--- config.mk ---
export PLATFORM = sky130hd
export DESIGN_NAME = uart_frame_buffer_with_idle_timeout_unit
export DESIGN_NICKNAME = d
export VERILOG_FILES = /design/src/rtl/ufb_pkg.sv /design/src/rtl/uart_frame_buffer_with_idle_timeout_unit.sv
export VERILOG_INCLUDE_DIRS = /design/src /design/src/rtl
export SDC_FILE = /design/constraint.sdc
export NUM_CORES = 2
export LEC_CHECK = 0
export ABC_AREA = 1
export BUFFER_PORTS_ARGS = -buffer_cell sky130_fd_sc_hd__buf_4
export CELL_PAD_IN_SITES_DETAIL_PLACEMENT = 2
export CELL_PAD_IN_SITES_GLOBAL_PLACEMENT = 2
export CORE_UTILIZATION = 48
export CTS_BUF_LIST = sky130_fd_sc_hd__clkbuf_2
export CTS_CLUSTER_DIAMETER = 60
export CTS_CLUSTER_SIZE = 28
export DETAILED_ROUTE_END_ITERATION = 12
export HOLD_SLACK_MARGIN = 0.08
export PLACE_DENSITY_LB_ADDON = 0.08
export SLEW_MARGIN = 40
export SYNTH_ARGS = -nofsm -noshare
export SYNTH_HDL_FRONTEND = slang
export SYNTH_SLANG_ARGS = --single-unit
export TNS_END_PERCENT = 10
--- constraint.sdc ---
create_clock -name clk -period 10.74 [get_ports clk]
set_input_delay 0.537 -clock clk [delete_from_list [all_inputs] [get_ports clk]]
set_output_delay 0.537 -clock clk [all_outputs]
set_load 0.05 [all_outputs]
--- src/rtl/assert_macros.svh ---
// Assertion helpers, clocked on clk and disabled while rst_n is low.
`ifndef ASSERT_MACROS_SVH
`define ASSERT_MACROS_SVH

// Check a property at every rising edge outside reset.
`define ASSERT_ALWAYS(label, prop, msg) \
  label: assert property (@(posedge clk) disable iff (!rst_n) (prop)) else $error(msg);

// Check that a condition implies a consequence in the next cycle.
`define ASSERT_NEXT(label, cond, conseq, msg) \
  label: assert property (@(posedge clk) disable iff (!rst_n) (cond) |=> (conseq)) \
    else $error(msg);

`endif

--- src/rtl/ufb_pkg.sv ---
`timescale 1ns / 1ps

package ufb_pkg;

  localparam int BUFFER_DEPTH     = 128;
  localparam int IDX_W            = $clog2(BUFFER_DEPTH);
  localparam int CNT_W            = IDX_W + 1;
  localparam int DATA_W           = 8;
  localparam int TIMER_W          = 8;
  localparam int LEN_W            = 8;
  localparam int IDLE_TICKS_RESET = 5;

  typedef enum logic [2:0] {
    KIND_RX_BYTE  = 3'd0,
    KIND_TICK     = 3'd1,
    KIND_TAKE     = 3'd2,
    KIND_READ_RX  = 3'd3,
    KIND_WRITE_TX = 3'd4,
    KIND_START_TX = 3'd5,
    KIND_TX_READY = 3'd6
  } kind_t;

endpackage

--- src/rtl/uart_frame_buffer_with_idle_timeout_unit.sv ---
`timescale 1ns / 1ps

// Channel   | Ports                                             | Direction
// ----------+---------------------------------------------------+----------
// input     | in_valid, in_stall, in_kind/data/index/length     | in
// result    | out_valid, out_stall, out_tx_valid ... out_tx_busy| out
// config    | cfg_we, cfg_wdata (idle_ticks)                    | in
//
// One word in, one word out; a new word is taken every cycle unless stalled.
// A word passes the input register, then the state update with the buffer
// read, whose registered data is muxed straight onto the result outputs.
// Reset (rst_n low, synchronous) clears counters, state flags and handshake
// valids; result fields and buffer contents are undefined until written.
// A stalled result holds; the input register holds one more word behind it.

`include "assert_macros.svh"

module uart_frame_buffer_with_idle_timeout_unit (
  input  logic                        clk,
  input  logic                        rst_n,
  input  logic                        in_valid,
  output logic                        in_stall,
  input  logic [2:0]                  in_kind,
  input  logic [ufb_pkg::DATA_W-1:0]  in_data,
  input  logic [ufb_pkg::IDX_W-1:0]   in_index,
  input  logic [ufb_pkg::LEN_W-1:0]   in_length,
  output logic                        out_valid,
  input  logic                        out_stall,
  output logic                        out_tx_valid,
  output logic [ufb_pkg::DATA_W-1:0]  out_tx_data,
  output logic                        out_frame_ready,
  output logic [ufb_pkg::CNT_W-1:0]   out_frame_length,
  output logic [ufb_pkg::DATA_W-1:0]  out_read_data,
  output logic                        out_tx_busy,
  input  logic                        cfg_we,
  input  logic [ufb_pkg::TIMER_W-1:0] cfg_wdata
);

  localparam logic [ufb_pkg::CNT_W-1:0] DEPTH_CNT = ufb_pkg::CNT_W'(ufb_pkg::BUFFER_DEPTH);

  // Input register
  logic                        s1_valid_r;
  ufb_pkg::kind_t              s1_kind_r;
  logic [ufb_pkg::DATA_W-1:0]  s1_data_r;
  logic [ufb_pkg::IDX_W-1:0]   s1_index_r;
  logic [ufb_pkg::LEN_W-1:0]   s1_length_r;

  // Block state
  logic [ufb_pkg::TIMER_W-1:0] idle_ticks_r;
  logic [ufb_pkg::CNT_W-1:0]   rx_count_r, rx_count_nxt;
  logic [ufb_pkg::TIMER_W-1:0] idle_timer_r, idle_timer_nxt;
  logic                        frame_done_r, frame_done_nxt;
  logic [ufb_pkg::IDX_W-1:0]   tx_pos_r, tx_pos_nxt;
  logic [ufb_pkg::CNT_W-1:0]   tx_remaining_r, tx_remaining_nxt;

  // Buffers
  logic [ufb_pkg::DATA_W-1:0]  rx_mem [ufb_pkg::BUFFER_DEPTH];
  logic [ufb_pkg::DATA_W-1:0]  tx_mem [ufb_pkg::BUFFER_DEPTH];
  logic [ufb_pkg::DATA_W-1:0]  rx_rd_r, tx_rd_r;

  // Result register
  logic                        out_valid_r;
  logic                        out_tx_valid_r, out_tx_valid_nxt;
  logic                        out_frame_ready_r, out_frame_ready_nxt;
  logic [ufb_pkg::CNT_W-1:0]   out_frame_length_r, out_frame_length_nxt;
  logic                        out_rd_sel_r;
  logic                        out_tx_busy_r;

  logic                        advance;
  logic                        fire;
  logic                        rx_we;
  logic [ufb_pkg::IDX_W-1:0]   rx_waddr;
  logic                        tx_we;
  logic [ufb_pkg::TIMER_W-1:0] timer_dec;

  assign advance  = !out_valid_r || !out_stall;
  assign fire     = s1_valid_r && advance;
  assign in_stall = s1_valid_r && !advance;

  always_ff @(posedge clk) begin
    if (!rst_n) begin
      s1_valid_r <= 1'b0;
    end else if (!in_stall) begin
      s1_valid_r <= in_valid;
    end
  end

  always_ff @(posedge clk) begin
    if (!in_stall && in_valid) begin
      s1_kind_r   <= ufb_pkg::kind_t'(in_kind);
      s1_data_r   <= in_data;
      s1_index_r  <= in_index;
      s1_length_r <= in_length;
    end
  end

  always_ff @(posedge clk) begin
    if (!rst_n) begin
      idle_ticks_r <= ufb_pkg::TIMER_W'(ufb_pkg::IDLE_TICKS_RESET);
    end else if (cfg_we) begin
      idle_ticks_r <= cfg_wdata;
    end
  end

  assign timer_dec = idle_timer_r - 1'b1;

  always_comb begin
    rx_count_nxt         = rx_count_r;
    idle_timer_nxt       = idle_timer_r;
    frame_done_nxt       = frame_done_r;
    tx_pos_nxt           = tx_pos_r;
    tx_remaining_nxt     = tx_remaining_r;
    rx_we                = 1'b0;
    rx_waddr             = (rx_count_r >= DEPTH_CNT) ? '0 : rx_count_r[ufb_pkg::IDX_W-1:0];
    tx_we                = 1'b0;
    out_tx_valid_nxt     = 1'b0;
    out_frame_length_nxt = '0;
    unique case (s1_kind_r)
      ufb_pkg::KIND_RX_BYTE: begin
        // drop the byte while a finished frame waits to be taken
        if (!frame_done_r) begin
          rx_we        = 1'b1;
          rx_count_nxt = {1'b0, rx_waddr} + 1'b1;
        end
        idle_timer_nxt = idle_ticks_r;
      end
      ufb_pkg::KIND_TICK: begin
        if (idle_timer_r != '0) begin
          idle_timer_nxt = timer_dec;
          if (timer_dec == '0 && rx_count_r != '0) begin
            frame_done_nxt = 1'b1;
          end
        end
      end
      ufb_pkg::KIND_TAKE: begin
        if (frame_done_r) begin
          frame_done_nxt = 1'b0;
          rx_count_nxt   = '0;
        end
      end
      ufb_pkg::KIND_WRITE_TX: begin
        tx_we = 1'b1;
      end
      ufb_pkg::KIND_START_TX: begin
        tx_remaining_nxt = (ufb_pkg::CNT_W'(s1_length_r) > DEPTH_CNT) ? DEPTH_CNT
                                                                       : ufb_pkg::CNT_W'(s1_length_r);
      end
      ufb_pkg::KIND_TX_READY: begin
        if (tx_remaining_r != '0) begin
          out_tx_valid_nxt = 1'b1;
          tx_pos_nxt       = tx_pos_r + 1'b1;
          tx_remaining_nxt = tx_remaining_r - 1'b1;
        end else begin
          tx_pos_nxt = '0;
        end
      end
      default: begin
      end
    endcase
    // a take that succeeds reports the old count, else the count after the word
    if (s1_kind_r == ufb_pkg::KIND_TAKE && frame_done_r) begin
      out_frame_ready_nxt  = 1'b1;
      out_frame_length_nxt = rx_count_r;
    end else begin
      out_frame_ready_nxt  = frame_done_nxt;
      out_frame_length_nxt = rx_count_nxt;
    end
  end

  always_ff @(posedge clk) begin
    if (!rst_n) begin
      rx_count_r     <= '0;
      idle_timer_r   <= '0;
      frame_done_r   <= 1'b0;
      tx_pos_r       <= '0;
      tx_remaining_r <= '0;
    end else if (fire) begin
      rx_count_r     <= rx_count_nxt;
      idle_timer_r   <= idle_timer_nxt;
      frame_done_r   <= frame_done_nxt;
      tx_pos_r       <= tx_pos_nxt;
      tx_remaining_r <= tx_remaining_nxt;
    end
  end

  always_ff @(posedge clk) begin
    if (fire && rx_we) begin
      rx_mem[rx_waddr] <= s1_data_r;
    end
    if (fire) begin
      rx_rd_r <= rx_mem[s1_index_r];
    end
  end

  always_ff @(posedge clk) begin
    if (fire && tx_we) begin
      tx_mem[s1_index_r] <= s1_data_r;
    end
    if (fire) begin
      tx_rd_r <= tx_mem[tx_pos_r];
    end
  end

  always_ff @(posedge clk) begin
    if (!rst_n) begin
      out_valid_r <= 1'b0;
    end else if (advance) begin
      out_valid_r <= s1_valid_r;
    end
  end

  always_ff @(posedge clk) begin
    if (fire) begin
      out_tx_valid_r     <= out_tx_valid_nxt;
      out_frame_ready_r  <= out_frame_ready_nxt;
      out_frame_length_r <= out_frame_length_nxt;
      out_rd_sel_r       <= (s1_kind_r == ufb_pkg::KIND_READ_RX);
      out_tx_busy_r      <= (tx_remaining_nxt != '0);
    end
  end

  assign out_valid        = out_valid_r;
  assign out_tx_valid     = out_tx_valid_r;
  assign out_tx_data      = out_tx_valid_r ? tx_rd_r : '0;
  assign out_frame_ready  = out_frame_ready_r;
  assign out_frame_length = out_frame_length_r;
  assign out_read_data    = out_rd_sel_r ? rx_rd_r : '0;
  assign out_tx_busy      = out_tx_busy_r;

  `ASSERT_ALWAYS(a_rx_count_range, rx_count_r <= DEPTH_CNT, "rx count beyond buffer depth")
  `ASSERT_ALWAYS(a_done_has_bytes, !frame_done_r || rx_count_r != '0, "frame done, no bytes")
  `ASSERT_ALWAYS(a_tx_rem_range, tx_remaining_r <= DEPTH_CNT, "tx remaining beyond buffer depth")
  `ASSERT_NEXT(a_s1_hold, s1_valid_r && !advance, s1_valid_r, "input register lost a word")

endmodule

==> metrics.txt <==
# TYPE chip_impl_metric gauge
chip_impl_info{name="run_status",value="finished, final reports clean"} 1
chip_impl_metric{name="maxSlewHeadroom",unit="%"} 9.103
chip_impl_metric{name="initial_core_util",unit="%"} 48.30
chip_impl_metric{name="synthesis.yosys.warnings",unit=""} 0
chip_impl_info{name="critPathSlowestCell",value="inv_8"} 1
chip_impl_metric{name="grt_pass1_vias",unit=""} 71457
chip_impl_metric{name="period_minus_slack",unit="ns"} 4.613
chip_impl_metric{name="avgViaCountPerCell",unit=""} 6.081
chip_impl_metric{name="wire_per_inst",unit="um"} 32.42
chip_impl_metric{name="clkSinkCount",unit=""} 2144
chip_impl_metric{name="wire_length_of_the_first_global_routing_pass",unit="mm"} 501.3
chip_impl_metric{name="crit_arrival",unit="ns"} 6.45
chip_impl_metric{name="dp_slack",unit="ns"} 6.223
chip_impl_metric{name="fp.dieW",unit="um"} 431.2
chip_impl_metric{name="postSynth.asyncResetShare",unit="%"} 0
chip_impl_metric{name="max-clock-path-buffers",unit=""} 3
chip_impl_metric{name="drive_gt1_share",unit="%"} 8.636
chip_impl_metric{name="postSynthNetCount",unit=""} 8104
chip_impl_info{name="r2r_start",value="s1_index_r[0]"} 1
chip_impl_metric{name="number_of_design_rule_violations_left_by_the_first_detailed_router_iteration",unit=""} 6047
chip_impl_info{name="r2r-end",value="rx_rd_r[6]"} 1
chip_impl_info{name="reg.largest.list",value="rx_mem: 1024 flops, tx_mem: 1024 flops"} 1
chip_impl_metric{name="met2RoutedLength",unit="mm"} 175.5
chip_impl_metric{name="drt_drc",unit=""} 0
chip_impl_metric{name="detailroute.wirelength.met3",unit="mm"} 21.22
chip_impl_info{name="min_from",value="in_index[0]"} 1
chip_impl_metric{name="path_clk_slew",unit="ns"} 0.47
chip_impl_metric{name="report.final.slew_viol_count",unit=""} 0
chip_impl_metric{name="final.setup_skew",unit="ns"} 0.2367
chip_impl_info{name="top_signal_layer_used",value="met5"} 1
chip_impl_metric{name="post_synth_instance_area",unit="sq mm"} 0.08843
chip_impl_metric{name="num_vias",unit=""} 65126
chip_impl_metric{name="drt_pre_antenna_iters",unit=""} 5
chip_impl_metric{name="numCtsBuffers",unit=""} 160
chip_impl_info{name="synth_top_flop_cell",value="edfxtp_1"} 1
chip_impl_metric{name="power.static_leakage",unit="nW"} 34.62
chip_impl_metric{name="min_delay_path_depth",unit=""} 4
chip_impl_metric{name="core-area",unit="sq mm"} 0.1831
chip_impl_metric{name="nets",unit=""} 8144
chip_impl_metric{name="grtUsageTotal",unit="%"} 37.00
chip_impl_info{name="min_to",value="s1_index_r[0]"} 1
chip_impl_metric{name="finalSetupViolCount",unit=""} 0
chip_impl_metric{name="syn_area_per_cell",unit="sq um"} 10.97
chip_impl_metric{name="synth.yosys.seq_area_share",unit="%"} 72.33
chip_impl_metric{name="synth_enable_flop_cells",unit=""} 2102
chip_impl_metric{name="syn-instance-count",unit=""} 8059
chip_impl_metric{name="post_synth_cell_types",unit=""} 38
chip_impl_metric{name="pin_count",unit=""} 68
chip_impl_info{name="sort_of_element_at_the_start_of_the_critical_path",value="flop"} 1
chip_impl_info{name="post_synth_main_area_contributors",value="edfxtp_1 71%, nand2_1 12%, nor2_1 5.5%, o21ai_0 3.2%, nand3_1 1.4%"} 1
chip_impl_metric{name="place.gp.congestion",unit=""} 0.8543
chip_impl_metric{name="power.total",unit="mW"} 14.36
chip_impl_metric{name="postSynthRegisterBits",unit=""} 2144
chip_impl_metric{name="max-cap-violations",unit=""} 0
chip_impl_info{name="worst_path_most_repeated_cell",value="nand2_1"} 1
chip_impl_metric{name="drt-met1-wl",unit="mm"} 126.5
chip_impl_metric{name="antenna_left",unit=""} 0
chip_impl_metric{name="globalRouteOverflowTotal",unit=""} 0
chip_impl_metric{name="required",unit="ns"} 12.58
chip_impl_metric{name="fin_area",unit="sq mm"} 0.09539
chip_impl_metric{name="setup_slack",unit="ns"} 6.127
chip_impl_info{name="yosys.area.top_type",value="edfxtp_1"} 1
chip_impl_metric{name="detailed_place.area",unit="sq mm"} 0.09139
chip_impl_metric{name="fp-row-count",unit=""} 157
chip_impl_info{name="cp_cell_sequence",value="buf_4, inv_8, buf_6, buf_4, nand2_1, nand2_1, nand2_1, nand2_1, nand2_1, nand2_1, nand2_1, nand4_1, nand2_1, nand4_1"} 1
chip_impl_metric{name="slew_at_the_pin_closest_to_its_max_slew_limit",unit="ns"} 1.363
chip_impl_metric{name="port_buffers",unit=""} 67
chip_impl_metric{name="flop_to_flop_setup_slack",unit="ns"} 6.13
chip_impl_metric{name="critical_path.max_fanout",unit=""} 116
chip_impl_metric{name="worst_r2r_path_depth",unit=""} 14
chip_impl_metric{name="clk_latency",unit="ns"} 2.05
chip_impl_metric{name="area_overhead_vs_synth",unit="%"} 7.873
chip_impl_metric{name="finalSetupTns",unit="ns"} 0
chip_impl_info{name="endpoint_kind",value="flop"} 1
chip_impl_info{name="criticalPathCategory",value="reg -> reg"} 1
chip_impl_metric{name="fmaxAchievable",unit="MHz"} 216.8
chip_impl_metric{name="dpl.hpwl",unit="mm"} 196.8
chip_impl_metric{name="hold_violations",unit=""} 0
chip_impl_info{name="grt_setup_unrepaired",value="no"} 1
chip_impl_metric{name="maximum_number_of_pins_on_one_net_before_global_route_repair",unit=""} 166
chip_impl_metric{name="layout_worst_path_cycle_share",unit="%"} 42.95
chip_impl_metric{name="die-area",unit="sq mm"} 0.1859
chip_impl_metric{name="post_layout_util",unit="%"} 52.10
chip_impl_metric{name="power.ir.vdd_worst",unit="mV"} 0.1293
chip_impl_info{name="cts_tree",value="yes"} 1
chip_impl_metric{name="floorplan.die.height",unit="um"} 431.2
chip_impl_metric{name="detail_route.wirelength",unit="mm"} 347.2
chip_impl_metric{name="power.density_cell_area",unit="mW/mm^2"} 150.5
chip_impl_metric{name="ctsHtreeMaxLevel",unit=""} 4
chip_impl_info{name="tightest_hold_check_type",value="in -> reg"} 1
chip_impl_metric{name="synth_top_cell_area_share",unit="%"} 71.38
chip_impl_metric{name="crit_path_max_cell_delay",unit="ns"} 0.65
chip_impl_metric{name="antenna_found_initial",unit=""} 13
chip_impl_info{name="cts-root-buf",value="clkbuf_2"} 1
==> cell usage after synthesis (all sizes together) (32+ instances only) <==
library cell,n
clkbuf,183
nor2,1293
buf,240
dfxtp,42
o21ai,601
nand2,2813
edfxtp,2102
o211ai,52
a21oi,185
inv,173
nand4,32
nand3,254
==> kinds of logic after synthesis <==
kind of cell               synth area share, %
xor gates and xnor gates               0.08915
DFF                                      72.33
buffers and inverters                    2.984
AOI/OAI and AO/OA                        5.223
and+or+nand+nor                          19.29
adders and majority gates              0.08489
==> layer usage <==
layer  vias to the layer above  track usage (%)
met4                        10            22.50
met3                      1030            5.818
met2                      2819            64.12
li1                      27367                -
met1                     33900            43.25
met5                         -                0
==> worst max-delay path: cells and delay by family, from the launching register on <==
| family | cells | cell delay [ns] |
|---|---|---|
| buffers and inverters | 4 | 2.23 |
| DFF | 1 | 0.50 |
| and+or+nand+nor | 10 | 1.45 |
==> cells in the final DEF (no fill, tap or decap), types with 30 or more instances in the layout <==
cell	count
o21ai_0	567
nand3_1	254
nand2_1	2813
nand4_1	30
clkbuf_2	175
o211ai_1	52
edfxtp_1	2102
a21oi_1	183
buf_4	131
nor2_1	1083
o21ai_1	34
dlygate4sd3_1	122
dfxtp_1	38
inv_1	160
nor2_2	207
==> layout make-up <==
cell class / instances / area [sq um]
Timing Repair Buffer: 301 / 2942
Clock buffer: 175 / 875.8
Tap cell: 2464 / 3083
Multi-Input combinational cell: 5311 / 22400
Antenna cell: 12 / 30.03
Sequential cell: 2144 / 63970
Clock inverter: 121 / 1376
Inverter: 181 / 714.4
Fill cell: 18217 / 87690
==> worst max-delay path by stage <==
stage | startpoint | slack [ns] | end | cells past startpoint
floorplan | s1_data_r[0] | 6.69 | rx_mem[0][0] | 0
global placement | tx_pos_r[0] | 5.75 | tx_rd_r[5] | 11
detailed placement | out_stall | 6.22 | tx_mem[70][7] | 10
CTS | tx_pos_r[0] | 6.26 | tx_rd_r[5] | 14
global route | tx_pos_r[0] | 6.04 | tx_rd_r[1] | 14
finish | s1_index_r[0] | 6.13 | rx_rd_r[6] | 14
==> power breakdown <==
part | leakage (nW) | internal, mW | switching [mW]
sequential | 19.3 | 9.21 | 0.0304
clock | 1.38 | 1.01 | 3.15
combinational | 14.0 | 0.201 | 0.749
total | 34.6 | 10.4 | 3.93
==> timing repair <==
item	4_1_cts	5_1_grt
buffers inserted	0	0
hold endpoints to repair	130	17
endpoints found under the setup margin	0	0
hold buffers	122	1
resized for setup	0	0
==> metrics by stage <==
| step | hold slack [ns] | std cells |
|---|---|---|
| detailed placement | 0.4538 | 10274 |
| finish | 0.2519 | 10709 |
| global placement | 0.4485 | 10267 |
| global route | 0.1680 | 10706 |
| CTS | 0.1230 | 10692 |
| floorplan | 0.4292 | 8059 |
(Power assumes the default switching activity.)
